==> src/assert_macros.svh <==
// Assertion macros for the RTL of the waveform renderer.
`ifndef ASSERT_MACROS_SVH
`define ASSERT_MACROS_SVH

// Property must hold at every clock edge outside reset.
`define ASSERT_ALWAYS(lbl, clk, rst_n, prop, msg) \
  lbl: assert property (@(posedge clk) disable iff (!rst_n) (prop)) else $error(msg);

// When the antecedent holds, the consequent must hold in the following cycle.
`define ASSERT_NEXT(lbl, clk, rst_n, ante, cons, msg) \
  lbl: assert property (@(posedge clk) disable iff (!rst_n) (ante) |=> (cons)) else $error(msg);

`endif

==> src/wcr_pkg.sv <==
// Types and constants shared by the waveform column renderer modules.
package wcr_pkg;

  // Configuration register indexes.
  localparam logic [1:0] CFG_FPC    = 2'd0;
  localparam logic [1:0] CFG_COLS   = 2'd1;
  localparam logic [1:0] CFG_HEIGHT = 2'd2;

  localparam logic [15:0] FPC_RESET    = 16'd16;
  localparam logic [11:0] COLS_RESET   = 12'd400;
  localparam logic [6:0]  HEIGHT_RESET = 7'd64;

  localparam logic signed [15:0] MIN_INIT = 16'sh7FFF;
  localparam logic signed [15:0] MAX_INIT = 16'sh8000;
  localparam logic [7:0]         PIX_FULL = 8'd255;

  typedef enum logic [1:0] {
    ST_IDLE,
    ST_PRE,
    ST_POST,
    ST_EMIT
  } wcr_state_e;

  typedef struct packed {
    logic signed [15:0] sample;
    logic               new_image;
  } wcr_in_t;

  typedef struct packed {
    logic [7:0]  pixel_value;
    logic [5:0]  row_index;
    logic [11:0] column_index;
    logic        column_last;
  } wcr_out_t;

  // A row on its way along the span cells, collecting the miss count.
  typedef struct packed {
    logic        valid;
    logic [5:0]  row;
    logic [11:0] column;
    logic        last;
    logic [4:0]  miss;
  } wcr_tok_t;

  // Level write into one span cell when a span closes.
  typedef struct packed {
    logic       en;
    logic [3:0] span;
    logic [5:0] low;
    logic [5:0] high;
  } wcr_lvl_wr_t;

endpackage

==> src/wcr_span_cell.sv <==
// One span cell: holds a span's level range and adds its miss to a passing row.
module wcr_span_cell import wcr_pkg::*; #(
  parameter int LVL_W   = 6,
  parameter int SPAN_ID = 0
) (
  input  logic        clk_i,
  input  logic        rst_ni,
  input  logic        adv_i,
  input  wcr_lvl_wr_t wr_i,
  input  wcr_tok_t    tok_i,
  output wcr_tok_t    tok_o
);

  logic [LVL_W-1:0] low_q;
  logic [LVL_W-1:0] high_q;
  wcr_tok_t         tok_q;
  wcr_tok_t         tok_d;
  logic             miss;

  always_ff @(posedge clk_i) begin
    if (wr_i.en && (wr_i.span == 4'(SPAN_ID))) begin
      low_q  <= wr_i.low[LVL_W-1:0];
      high_q <= wr_i.high[LVL_W-1:0];
    end
  end

  assign miss = (tok_i.row < 6'(low_q)) || (tok_i.row > 6'(high_q));

  always_comb begin
    tok_d      = tok_i;
    tok_d.miss = tok_i.miss + 5'(miss);
  end

  always_ff @(posedge clk_i or negedge rst_ni) begin
    if (!rst_ni) begin
      tok_q <= '0;
    end else if (adv_i) begin
      tok_q <= tok_d;
    end
  end

  assign tok_o = tok_q;

endmodule

==> src/wcr_cell_chain.sv <==
// Row of span cells; a row enters at cell zero and leaves with its miss count.
module wcr_cell_chain import wcr_pkg::*; #(
  parameter int SUBSAMPLES = 16,
  parameter int LVL_W      = 6
) (
  input  logic        clk_i,
  input  logic        rst_ni,
  input  logic        adv_i,
  input  wcr_lvl_wr_t wr_i,
  input  wcr_tok_t    tok_i,
  output wcr_tok_t    tok_o,
  output logic        busy_o
);

  wcr_tok_t                tok_w [SUBSAMPLES+1];
  logic [SUBSAMPLES-1:0]   valid_w;

  assign tok_w[0] = tok_i;

  for (genvar i = 0; i < SUBSAMPLES; i++) begin : g_cell
    wcr_span_cell #(
      .LVL_W   (LVL_W),
      .SPAN_ID (i)
    ) u_cell (
      .clk_i  (clk_i),
      .rst_ni (rst_ni),
      .adv_i  (adv_i),
      .wr_i   (wr_i),
      .tok_i  (tok_w[i]),
      .tok_o  (tok_w[i+1])
    );
    assign valid_w[i] = tok_w[i+1].valid;
  end

  assign tok_o  = tok_w[SUBSAMPLES];
  assign busy_o = |valid_w;

endmodule

==> src/waveform_column_renderer.sv <==
// Waveform column renderer: span min/max tracking and per-row pixel output.
//
//  channel | direction | handshake             | payload
//  --------+-----------+-----------------------+--------------------------------
//  in      | input     | in_valid_i/in_stall_o | wcr_in_t  (sample, new_image)
//  out     | output    | out_valid_o/out_stall_i | wcr_out_t (pixel, row, column)
//  cfg     | input     | cfg_valid_i/cfg_ready_o | index and 16-bit write data
//
// A frame passes through the idle, pre and post states; pre and post repeat
// while span boundaries close. A column's last frame then feeds its image rows
// to the span cells, one row per cycle unless the output stalls; the next beat
// is taken once the last row has left the SUBSAMPLES cells.
// Reset puts every counter back at once; the span levels need no clearing.
// An output stall freezes the cell chain, so rows still in the cells hold off
// the input; a pixel waiting alone in the output register does not.
`include "assert_macros.svh"

module waveform_column_renderer import wcr_pkg::*; #(
  parameter int SUBSAMPLES = 16,
  parameter int MAX_HEIGHT = 64
) (
  input  logic        clk_i,
  input  logic        rst_ni,
  input  logic        in_valid_i,
  output logic        in_stall_o,
  input  wcr_in_t     in_data_i,
  output logic        out_valid_o,
  input  logic        out_stall_i,
  output wcr_out_t    out_data_o,
  input  logic        cfg_valid_i,
  output logic        cfg_ready_o,
  input  logic [1:0]  cfg_index_i,
  input  logic [15:0] cfg_data_i
);

  localparam int SPAN_W = $clog2(SUBSAMPLES);
  localparam int SPC_W  = $clog2(SUBSAMPLES + 1);
  localparam int SUM_W  = 16 + $clog2(SUBSAMPLES);
  localparam int HW     = $clog2(MAX_HEIGHT + 1);
  localparam int LVL_W  = $clog2(MAX_HEIGHT);
  localparam int STEP   = 255 / SUBSAMPLES;

  // Configuration.
  logic [15:0] fpc_q;
  logic [11:0] cols_q;
  logic [6:0]  height_q;

  assign cfg_ready_o = 1'b1;

  always_ff @(posedge clk_i or negedge rst_ni) begin
    if (!rst_ni) begin
      fpc_q    <= FPC_RESET;
      cols_q   <= COLS_RESET;
      height_q <= HEIGHT_RESET;
    end else if (cfg_valid_i) begin
      unique case (cfg_index_i)
        CFG_FPC:    fpc_q    <= cfg_data_i;
        CFG_COLS:   cols_q   <= cfg_data_i[11:0];
        CFG_HEIGHT: height_q <= cfg_data_i[6:0];
        default:    ;
      endcase
    end
  end

  logic [15:0]   k_eff;
  logic [HW-1:0] h_eff;

  assign k_eff = (fpc_q == 16'd0) ? 16'd1 : fpc_q;
  assign h_eff = (height_q > 7'(MAX_HEIGHT)) ? HW'(MAX_HEIGHT) : height_q[HW-1:0];

  // Column tracking state.
  wcr_state_e         state_q, state_d;
  logic [15:0]        pos_q, pos_d;
  logic [SPC_W-1:0]   span_q, span_d;
  logic [SUM_W-1:0]   sum_q, sum_d;
  logic [11:0]        col_q, col_d;
  logic signed [15:0] min_q, min_d;
  logic signed [15:0] max_q, max_d;
  logic signed [15:0] smp_q, smp_d;
  logic [HW-1:0]      row_q, row_d;

  logic        adv;
  logic        accept;
  logic        chain_busy;
  wcr_tok_t    feed;
  wcr_tok_t    tail;
  wcr_lvl_wr_t lvl_wr;

  assign in_stall_o = !((state_q == ST_IDLE) && !chain_busy);
  assign accept     = in_valid_i && !in_stall_o;
  assign adv        = !out_valid_o || !out_stall_i;

  // Values after an optional restart by new_image.
  logic               ni;
  logic [15:0]        pos_e;
  logic [SPC_W-1:0]   span_e;
  logic [11:0]        col_e;
  logic signed [15:0] min_e, max_e;
  logic [SUM_W-1:0]   sum_e;
  logic               ignore;

  assign ni     = in_data_i.new_image;
  assign pos_e  = ni ? 16'd0 : pos_q;
  assign span_e = ni ? '0 : span_q;
  assign col_e  = ni ? 12'd0 : col_q;
  assign min_e  = ni ? MIN_INIT : min_q;
  assign max_e  = ni ? MAX_INIT : max_q;
  assign sum_e  = ((pos_e == 16'd0) && (span_e == '0)) ? SUM_W'(k_eff) : sum_q;
  assign ignore = col_e >= cols_q;

  // A span ends at floor(sum / SUBSAMPLES); pos >= that end exactly when
  // pos * SUBSAMPLES + SUBSAMPLES - 1 >= sum.
  logic [SUM_W:0] bound;
  logic           close_cond;

  assign bound = (SUM_W+1)'(pos_q) * (SUM_W+1)'(SUBSAMPLES) + (SUM_W+1)'(SUBSAMPLES - 1);
  assign close_cond = (span_q < SPC_W'(SUBSAMPLES)) && (bound >= {1'b0, sum_q});

  // Row levels floor(h * (x + 32768) / 65536) of the closing span.
  logic [15:0]      off_min, off_max;
  logic [HW+15:0]   prod_min, prod_max;
  logic [LVL_W-1:0] lvl_low, lvl_high;

  assign off_min  = {~min_q[15], min_q[14:0]};
  assign off_max  = {~max_q[15], max_q[14:0]};
  assign prod_min = (HW+16)'(h_eff) * (HW+16)'(off_min);
  assign prod_max = (HW+16)'(h_eff) * (HW+16)'(off_max);
  assign lvl_low  = prod_min[16 +: LVL_W];
  assign lvl_high = prod_max[16 +: LVL_W];

  logic column_done;
  logic last_row;

  assign column_done = (span_q == SPC_W'(SUBSAMPLES));
  assign last_row    = (row_q == HW'(h_eff - 1'b1));

  // Next state.
  always_comb begin
    state_d = state_q;
    unique case (state_q)
      ST_IDLE: begin
        if (accept && !ignore) state_d = ST_PRE;
      end
      ST_PRE: begin
        if (!close_cond) state_d = ST_POST;
      end
      ST_POST: begin
        if (!close_cond) begin
          if (column_done && (h_eff != '0)) state_d = ST_EMIT;
          else                              state_d = ST_IDLE;
        end
      end
      ST_EMIT: begin
        if (adv && last_row) state_d = ST_IDLE;
      end
      default: state_d = ST_IDLE;
    endcase
  end

  // Datapath updates, level writes and row feed.
  always_comb begin
    pos_d  = pos_q;
    span_d = span_q;
    sum_d  = sum_q;
    col_d  = col_q;
    min_d  = min_q;
    max_d  = max_q;
    smp_d  = smp_q;
    row_d  = row_q;

    lvl_wr      = '0;
    lvl_wr.span = 4'(span_q[SPAN_W-1:0]);
    lvl_wr.low  = 6'(lvl_low);
    lvl_wr.high = 6'(lvl_high);

    feed        = '0;
    feed.row    = 6'(row_q);
    feed.column = col_q;
    feed.last   = last_row;

    unique case (state_q)
      ST_IDLE: begin
        if (accept) begin
          pos_d  = pos_e;
          span_d = span_e;
          col_d  = col_e;
          min_d  = min_e;
          max_d  = max_e;
          sum_d  = sum_e;
          smp_d  = in_data_i.sample;
        end
      end
      ST_PRE, ST_POST: begin
        if (close_cond) begin
          lvl_wr.en = 1'b1;
          min_d     = MIN_INIT;
          max_d     = MAX_INIT;
          span_d    = span_q + 1'b1;
          sum_d     = sum_q + SUM_W'(k_eff);
        end else if (state_q == ST_PRE) begin
          if (smp_q < min_q) min_d = smp_q;
          if (smp_q > max_q) max_d = smp_q;
          pos_d = pos_q + 16'd1;
        end else if (column_done) begin
          row_d = '0;
          // With zero rows the column still counts but shows nothing.
          if (h_eff == '0) begin
            col_d  = col_q + 12'd1;
            min_d  = MIN_INIT;
            max_d  = MAX_INIT;
            pos_d  = 16'd0;
            span_d = '0;
            sum_d  = SUM_W'(k_eff);
          end
        end
      end
      ST_EMIT: begin
        if (adv) begin
          feed.valid = 1'b1;
          row_d      = row_q + 1'b1;
          if (last_row) begin
            col_d  = col_q + 12'd1;
            min_d  = MIN_INIT;
            max_d  = MAX_INIT;
            pos_d  = 16'd0;
            span_d = '0;
            sum_d  = SUM_W'(k_eff);
          end
        end
      end
      default: ;
    endcase
  end

  always_ff @(posedge clk_i or negedge rst_ni) begin
    if (!rst_ni) begin
      state_q <= ST_IDLE;
      pos_q   <= 16'd0;
      span_q  <= '0;
      sum_q   <= SUM_W'(FPC_RESET);
      col_q   <= 12'd0;
      min_q   <= MIN_INIT;
      max_q   <= MAX_INIT;
      row_q   <= '0;
    end else begin
      state_q <= state_d;
      pos_q   <= pos_d;
      span_q  <= span_d;
      sum_q   <= sum_d;
      col_q   <= col_d;
      min_q   <= min_d;
      max_q   <= max_d;
      row_q   <= row_d;
    end
  end

  always_ff @(posedge clk_i) begin
    smp_q <= smp_d;
  end

  wcr_cell_chain #(
    .SUBSAMPLES (SUBSAMPLES),
    .LVL_W      (LVL_W)
  ) u_chain (
    .clk_i  (clk_i),
    .rst_ni (rst_ni),
    .adv_i  (adv),
    .wr_i   (lvl_wr),
    .tok_i  (feed),
    .tok_o  (tail),
    .busy_o (chain_busy)
  );

  // Output register.
  logic        out_valid_q;
  wcr_out_t    out_q, out_d;
  logic [12:0] drop;

  assign drop = 13'(STEP) * 13'(tail.miss);

  always_comb begin
    out_d.pixel_value  = 8'(13'(PIX_FULL) - drop);
    out_d.row_index    = tail.row;
    out_d.column_index = tail.column;
    out_d.column_last  = tail.last;
  end

  always_ff @(posedge clk_i or negedge rst_ni) begin
    if (!rst_ni) begin
      out_valid_q <= 1'b0;
    end else if (adv) begin
      out_valid_q <= tail.valid;
    end
  end

  always_ff @(posedge clk_i) begin
    if (adv) begin
      out_q <= out_d;
    end
  end

  assign out_valid_o = out_valid_q;
  assign out_data_o  = out_q;

  logic last_feed;
  logic restarted;

  assign last_feed = feed.valid && feed.last;
  assign restarted = (state_q == ST_IDLE) && (span_q == '0) && (pos_q == 16'd0);

  // Span levels must never change under rows still in flight.
  `ASSERT_ALWAYS(a_wr_idle_chain, clk_i, rst_ni, !(lvl_wr.en && chain_busy), "level write in flight")
  // Rows are fed only once every span of the column has closed.
  `ASSERT_ALWAYS(a_feed_done, clk_i, rst_ni, !feed.valid || column_done, "row fed early")
  // The final row restarts the column tracking.
  `ASSERT_NEXT(a_last_restart, clk_i, rst_ni, last_feed, restarted, "column not restarted")

endmodule

==> config.mk <==
export PLATFORM = sky130hd
export DESIGN_NAME = waveform_column_renderer
export DESIGN_NICKNAME = d
export VERILOG_FILES = /design/src/wcr_pkg.sv /design/src/wcr_span_cell.sv /design/src/wcr_cell_chain.sv /design/src/waveform_column_renderer.sv
export VERILOG_INCLUDE_DIRS = /design/src /design/src/src
export SDC_FILE = /design/constraint.sdc
export NUM_CORES = 2
export LEC_CHECK = 0
export ABC_AREA = 1
export CAP_MARGIN = 10
export CORE_ASPECT_RATIO = 1.75
export CORE_UTILIZATION = 40
export CTS_BUF_LIST = sky130_fd_sc_hd__clkbuf_16
export CTS_CLUSTER_SIZE = 40
export DETAILED_ROUTE_END_ITERATION = 8
export DONT_BUFFER_PORTS = 1
export MAX_ROUTING_LAYER = met4
export PLACE_DENSITY = 0.64
export SYNTH_ARGS = -nofsm -noshare
export SYNTH_HDL_FRONTEND = slang
export SYNTH_HIERARCHICAL = 1
export SYNTH_SLANG_ARGS = --single-unit
==> constraint.sdc <==
create_clock -name clk_i -period 5.2 [get_ports clk_i]
set_input_delay 1.04 -clock clk_i [delete_from_list [all_inputs] [get_ports clk_i]]
set_output_delay 1.04 -clock clk_i [all_outputs]
set_load 0.005 [all_outputs]
* Word level (Yosys, flattened, before mapping) *
Cells that the tools add are included.

word-level totals
  bits in registers = 761
  output and inout bits = 30
  logic and storage cells = 379

cells by class
  $add $sub $neg = 23
  multiply operators = 3
  magnitude comparators = 38
  eq/ne operators = 44
  mux-type cells = 72
  bitwise operators = 2
  reductions and logical operators = 68

operator list
  kind                                           number
  2-to-1 mux 16 bit                              27
  2-to-1 mux 20 bit                              8
  case mux 16 bit (3 select lines)               3
  greater-than comparator 6 bit                  16
  less-than comparator 6 bit                     16
  2-to-1 mux 12 bit                              8
  adder 5 x 1 -> 5 bit                           14
  case mux 20 bit (3 select lines)               1
  multiplier 7 x 16 -> 22 bit                    2
  2-to-1 mux 5 bit                               8
  case mux 12 bit (3 select lines)               1
  2-to-1 mux 7 bit                               5
  == test 4 bit, second input constant           8
  logical NOT 16 bit                             2
  AND reduction 7 bit                            4
  logical AND 1 bit                              23
  inequality test 2 bit, second input constant   11
  adder 20 x 4 -> 21 bit, second input constant  1
  greater-or-equal comparator 21 x 20 -> 1 bit   1
  adder 20 x 16 -> 20 bit                        1
  logical OR 1 bit                               17
  adder 16 x 1 -> 16 bit, second input constant  1
  == test 4 x 3 -> 1 bit, second input constant  4
  greater-than comparator 16 bit                 1
  39 further kinds                               67

* Depth between registers and ports, before layout *
  depth after elaboration = 8
  depth in mapped cells = 24
  gate-level depth less buffers = 23

* By module *
The synthesis kept the hierarchy.

by module, submodules not included
  module                                         times used  cells each  area an instance (sq um)  seq. area each (sq um)
  waveform_column_renderer                       1           2340        17808.3                   4571.9
  wcr_span_cell (u_chain.g_cell[5].u_cell ...)   3           181         1709.1                    985.9
  wcr_span_cell (u_chain.g_cell[0].u_cell ...)   3           181         1701.6                    985.9
  wcr_span_cell (u_chain.g_cell[4].u_cell ...)   2           180         1705.4                    985.9
  wcr_span_cell (u_chain.g_cell[1].u_cell ...)   2           181         1704.1                    985.9
  wcr_span_cell (u_chain.g_cell[10].u_cell ...)  2           181         1702.9                    985.9
  wcr_span_cell (u_chain.g_cell[13].u_cell ...)  2           180         1701.6                    985.9
  wcr_span_cell (u_chain.g_cell[7].u_cell)       1           181         1707.9                    985.9
  wcr_span_cell (u_chain.g_cell[12].u_cell)      1           180         1699.1                    985.9
  wcr_cell_chain                                 1           15          56.3                      0.0

* Worst setup path after synthesis *
No wires, ideal clock.

  path kind = reg2reg
  from = register height_q[6]
  to = register u_chain.g_cell[0].u_cell.high_q[5], data pin
  arrival = 4.954 ns
  data required time = 4.911 ns
  slack = -0.043 ns
  stages on the path, launching flop included = 20
  cell sequence = dfstp_2 -> buf_6 -> nand2_1 -> nand2_2 -> buf_1 -> nor2_1 -> fa_1 -> fa_1 -> fa_1 -> inv_1 -> fa_1 -> inv_1 -> ha_1 -> nand2_1 -> nor2_1 -> inv_1 -> nor4_1 -> nand4_1 -> nand3_1 -> xor2_1

RTL lines
  element                   RTL line                        RTL
  start: declaration        waveform_column_renderer.sv:46  logic [6:0] height_q;
  start signal: assignment  waveform_column_renderer.sv:59  CFG_HEIGHT: height_q <= cfg_data_i[6:0];
  end signal: assignment    wcr_span_cell.sv:23             high_q <= wr_i.high[LVL_W-1:0];
  end: declaration          wcr_span_cell.sv:15             logic [LVL_W-1:0] high_q;

==> results.txt <==
The worst-skew pair later-pin latency is 0.69 ns. The share of the synthesized area in compound gates (AO/OA/AOI/OAI) came out at 0.04666. The first-pass detailed-route iteration total came out at 5. The startpoint identified for the worst register-to-register timing path is height_q[6]$_DFFE_PN1P_. The root buffer cell is sky130_fd_sc_hd__clkbuf_16.

The area share of the largest cell type after synthesis came out at 0.2817. The tightest min-delay check is of the primary input to asynchronous set/reset pin type. The unique cell type count in the Yosys netlist came out at 56. Entering global routing, the biggest net connects between 500 and 600 pins.

Summing every instance area after synthesis gives roughly 0.045 mm2. The maximum buffer depth of the clock tree came out at 3. The layout filler cell count came out at 10,730. The clock slew at the register clock pins of the worst setup and hold paths came out at 0.06 ns.

In this run, synthesis produced a sequential element count of 765. The count of warnings emitted by yosys came out at 6. The clock buffer count from CTS is between 70 and 80. The transition time of the tightest slew-check pin came out at 2.479 ns. The remaining global-route overflow came out at 0. The arrival time at the worst endpoint came out at between 5 and 6 ns. STA puts the critical path data required time at about 5.6 ns. The count of buffers added on input and output ports is 0. The initial detailed-routing violation count came out at roughly 2,000.

The max-cap violation count came out at 0. The total power came out at just over 0.03 W. Summing all multi-input logic gate instances after layout gives about 0.022 mm2. The area growth from synthesis to layout is 12.04%. The wire-length estimate of the detail-placed layout is ~80,000 um. The die covers between 0.1 and 0.15 mm2. For this block, the routed nets add up to around 110,000 um of wire.

The detailed-route wire length per cell is 15.96 um. Leaving out fill and tap cells, the most frequent cell in the layout is sky130_fd_sc_hd__nand2_1. The hold-fix buffer count after cts is 0. The post-route fraction of the period consumed by the critical path is 0.9870.

The global placement routability congestion is a little over 0.9. The power density normalized to cell area is 605.2 mW/mm2. The via count of the first global-routing pass was roughly 34,000.

The post-route minimum period is a little over 5 ns. The number of cell instances on the worst register-to-register path is 21. Sorting the synthesized cells by area gives the leading types as sky130_fd_sc_hd__dfrtp_1, sky130_fd_sc_hd__nand2_1, sky130_fd_sc_hd__edfxtp_1. The wire length of the first global-routing pass came out at approximately 170,000 um. The share of synthesized area occupied by flip-flops and latches is 0.4508. In the synthesized netlist, the number of instances is about 5,200. The average size of a mapped cell came out at approximately 8.6 um2. The post-placement cell area came out at between 0.04 and 0.05 mm2. The startpoint class of the critical path is a flop. The maximum fanout along the worst path came out at 8.

The via density per instance came out at roughly 5. The worst setup path is captured at a flop. Of the total synthesized cell area, the portion taken by full adders, half adders and majority gates is 0.1683. The number of max-slew violations in the final report came to approximately 370. Counting stages on the worst path, the most repeated cell is sky130_fd_sc_hd__fa_1.

The leakage power came out at 26.18 nW. The top cell types in the final layout, fill and taps aside, are sky130_fd_sc_hd__nand2_1, sky130_fd_sc_hd__inv_1, sky130_fd_sc_hd__dfrtp_1. The main combinational cell family by area after synthesis is simple AND/OR/NAND/NOR gates.

The initial standard-cell utilization of the core is 0.4041. The level count of the clock H-tree came out at 3. The final number of setup-violating endpoints came out at 0.

The final reports fail on max-slew violations. The total negative slack is 0 ns. Of the total synthesized cell area, the portion taken by XOR and XNOR cells is 0.01630. The floorplan row count is 162. Summing all non-filler instances in the final layout gives an area of roughly 0.051 mm2. Of the post-synthesis cell area, the part taken by muxes is 0.0004990. The region available for standard cell placement spans 0.1117 mm2. The flow ran to the end, but the final reports show violations. The headroom to the max-slew limit came out at -0.6528. The largest clock skew in the final design came out at roughly 0.053 ns. The share of post-route cells with drive strength above 1 is 0.08264. The CTS tree is built.

The top achievable clock speed came out at between 150 and 200 MHz. The post-synthesis async set-or-reset flop share is 0.6928. The number of I/O pins came out at 70. The count of unresolved DRC violations after routing came out at 0.

The critical path is of the flop to flop type. The register-to-register setup slack came out at between 0.06 and 0.07 ns. In this run the critical register-to-register path is captured at u_chain/g_cell[13].u_cell/low_q[3]$_DFFE_PP_. The final net count is 5,883. The die span in y came out at approximately 450 um. The clock drives approximately 770 sinks. Among all stages on the critical path, the largest delay is contributed by sky130_fd_sc_hd__dfstp_2. The critical path's largest stage delay came out at around 0.62 ns.

Of the total synthesized cell area, the portion taken by AND, OR, NAND and NOR gates is 0.2330. The number of hold violations in the final report came to 0. The global-route usage over all layers came out at 0.1975. Among all flip-flop cells after synthesis, the most frequent one is sky130_fd_sc_hd__dfrtp_1. The number of synthesized flops with an enable pin came out at between 200 and 250.

The die is between 200 and 300 um wide. The number of antenna violations at the first check in global routing is 2. In this run the remaining antenna-violating nets after routing total 0. The total number of vias came out at between 30,000 and 40,000. The maximum vdd drop is around 1100 uV.

Walking the worst path, the cells encountered are buf_12 > nor2_4 > inv_4 > buf_12 > buf_12 > nor2_1 > fa_1 > fa_1 > fa_1 > inv_2 > fa_1 > inv_2 > ha_4 > nand2_2 > nor4_2 > buf_4 > nand3_1 > o211ai_1 > xor2_2 > buf_6 > clkbuf_16. The cell type with the highest aggregate area in the netlist is sky130_fd_sc_hd__dfrtp_1. The flip-flop and latch area is ~0.020 mm2.
## per-stage QoR
step                instances    util  hold slack [ns]  setup slack [ns]
finish                   6863  0.4528           0.1038           0.06745
global route             6863  0.4528          0.08587          -0.06884
CTS                      6842  0.4459           0.1040         -0.002050
detailed placement       6700  0.4226           0.4327          -0.01922
global placement         6700  0.4226           0.4333           0.03283
floorplan                5255       -           0.4253          0.002294
## logic make-up (layout without fill, tap and decap cells)
kind of cell | after synthesis | count (layout)
AND/OR/NAND/NOR | 2649 | 2649
buffers and inverters | 842 | 972
flip-flops | 765 | 765
adder cells (fa/ha/maj) | 522 | 522
AO/OA/AOI/OAI | 380 | 380
XOR/XNOR | 84 | 84
other | 2 | 13
multiplexers | 2 | 2
## flip-flops by register name, indices dropped and copies added (netlist names), 7 cells and up
register                      count
sum_q                            20
height_q                          7
u_chain/g_cell.u_cell/high_q     96
out_data_o                       27
u_chain/g_cell.u_cell/tok_o     400
max_q                            16
pos_q                            16
row_q                             7
smp_q                            16
fpc_q                            16
cols_q                           12
u_chain/g_cell.u_cell/low_q      96
min_q                            16
col_q                            12
## cell usage after synthesis, types with 3 or more instances
master / number
sky130_fd_sc_hd__nand2_1: 2005
sky130_fd_sc_hd__inv_1: 667
sky130_fd_sc_hd__dfrtp_1: 508
sky130_fd_sc_hd__ha_1: 380
sky130_fd_sc_hd__nor2_1: 322
sky130_fd_sc_hd__edfxtp_1: 235
sky130_fd_sc_hd__nand3_1: 187
sky130_fd_sc_hd__a21oi_1: 146
sky130_fd_sc_hd__fa_1: 142
sky130_fd_sc_hd__o21ai_0: 139
sky130_fd_sc_hd__buf_6: 59
sky130_fd_sc_hd__clkbuf_1: 50
sky130_fd_sc_hd__xnor2_1: 47
sky130_fd_sc_hd__nor3_1: 45
sky130_fd_sc_hd__xor2_1: 37
sky130_fd_sc_hd__nand4_1: 28
sky130_fd_sc_hd__buf_4: 27
sky130_fd_sc_hd__dfstp_2: 22
sky130_fd_sc_hd__a21o_1: 20
sky130_fd_sc_hd__nor4_1: 18
sky130_fd_sc_hd__inv_6: 16
sky130_fd_sc_hd__o21ai_1: 16
sky130_fd_sc_hd__buf_2: 11
sky130_fd_sc_hd__a31oi_1: 10
sky130_fd_sc_hd__nand3b_1: 10
sky130_fd_sc_hd__nor2_2: 9
sky130_fd_sc_hd__nor3b_1: 8
sky130_fd_sc_hd__o21a_1: 8
sky130_fd_sc_hd__o211ai_1: 7
sky130_fd_sc_hd__o21bai_1: 7
sky130_fd_sc_hd__inv_2: 6
sky130_fd_sc_hd__nand2_2: 6
sky130_fd_sc_hd__a211oi_1: 5
sky130_fd_sc_hd__buf_1: 5
sky130_fd_sc_hd__o31ai_1: 5
sky130_fd_sc_hd__o32ai_1: 4
sky130_fd_sc_hd__or2_2: 4
sky130_fd_sc_hd__nor2_4: 3
## final cells by class
type                       count  area share
multi-input combinational   3648      0.4282
timing repair buffer         140     0.02858
clock buffer                  77     0.03811
clock inverter                65     0.01306
inverter                     690     0.05300
sequential                   765      0.4024
tap                         1476     0.03652
antenna                        2  0.00009898
## how the worst max path moves through the flow
stage	from	to	cells after the start
4_1_cts	height_q[5]$_DFFE_PN0P_	u_chain/g_cell[2].u_cell/low_q[4]$_DFFE_PP_	25
5_1_grt	height_q[4]$_DFFE_PN0P_	u_chain/g_cell[11].u_cell/high_q[5]$_DFFE_PP_	24
3_3_place_gp	height_q[5]$_DFFE_PN0P_	u_chain/g_cell[14].u_cell/high_q[5]$_DFFE_PP_	22
2_1_floorplan	height_q[6]$_DFFE_PN1P_	u_chain/g_cell[0].u_cell/high_q[3]$_DFFE_PP_	17
3_5_place_dp	height_q[6]$_DFFE_PN1P_	u_chain/g_cell[15].u_cell/high_q[1]$_DFFE_PP_	19
6_report	height_q[6]$_DFFE_PN1P_	u_chain/g_cell[13].u_cell/low_q[3]$_DFFE_PP_	21
## worst max-delay path, delay by kind of cell (launching register included)
family	cells	cell delay (ns)
compound gates	1	0.28
xor+xnor	1	0.12
fa+ha+maj	5	2.33
buf+inv	9	1.04
flops	1	0.62
simple gates	5	0.50
## layer usage
layer / part of all wire / GRT usage / vias to the layer above
li1: - / - / 16630
met1: 0.37 / 0.1998 / 15930
met2: 0.54 / 0.3660 / 620
met3: 0.032 / 0.02298 / 283
met4: 0.056 / 0.1127 / 0
met5: 0 / - / -
## report_power, final
group          switching (W)  leakage (nW)  internal [W]  total, W
Sequential           0.00107          9.22       0.00849   0.00956
Clock                0.00257          1.27       0.00308   0.00565
Combinational        0.00943          15.7       0.00595    0.0154
Total                 0.0131          26.2        0.0175    0.0306
## repair_timing
action                     4_1_cts  5_1_grt
gates cloned                     0        5
setup endpoints to repair       81      192
resized for setup                3      114
pin swaps                        1       42
setup buffers                    0       14
Power figures use the tool's default switching activity.
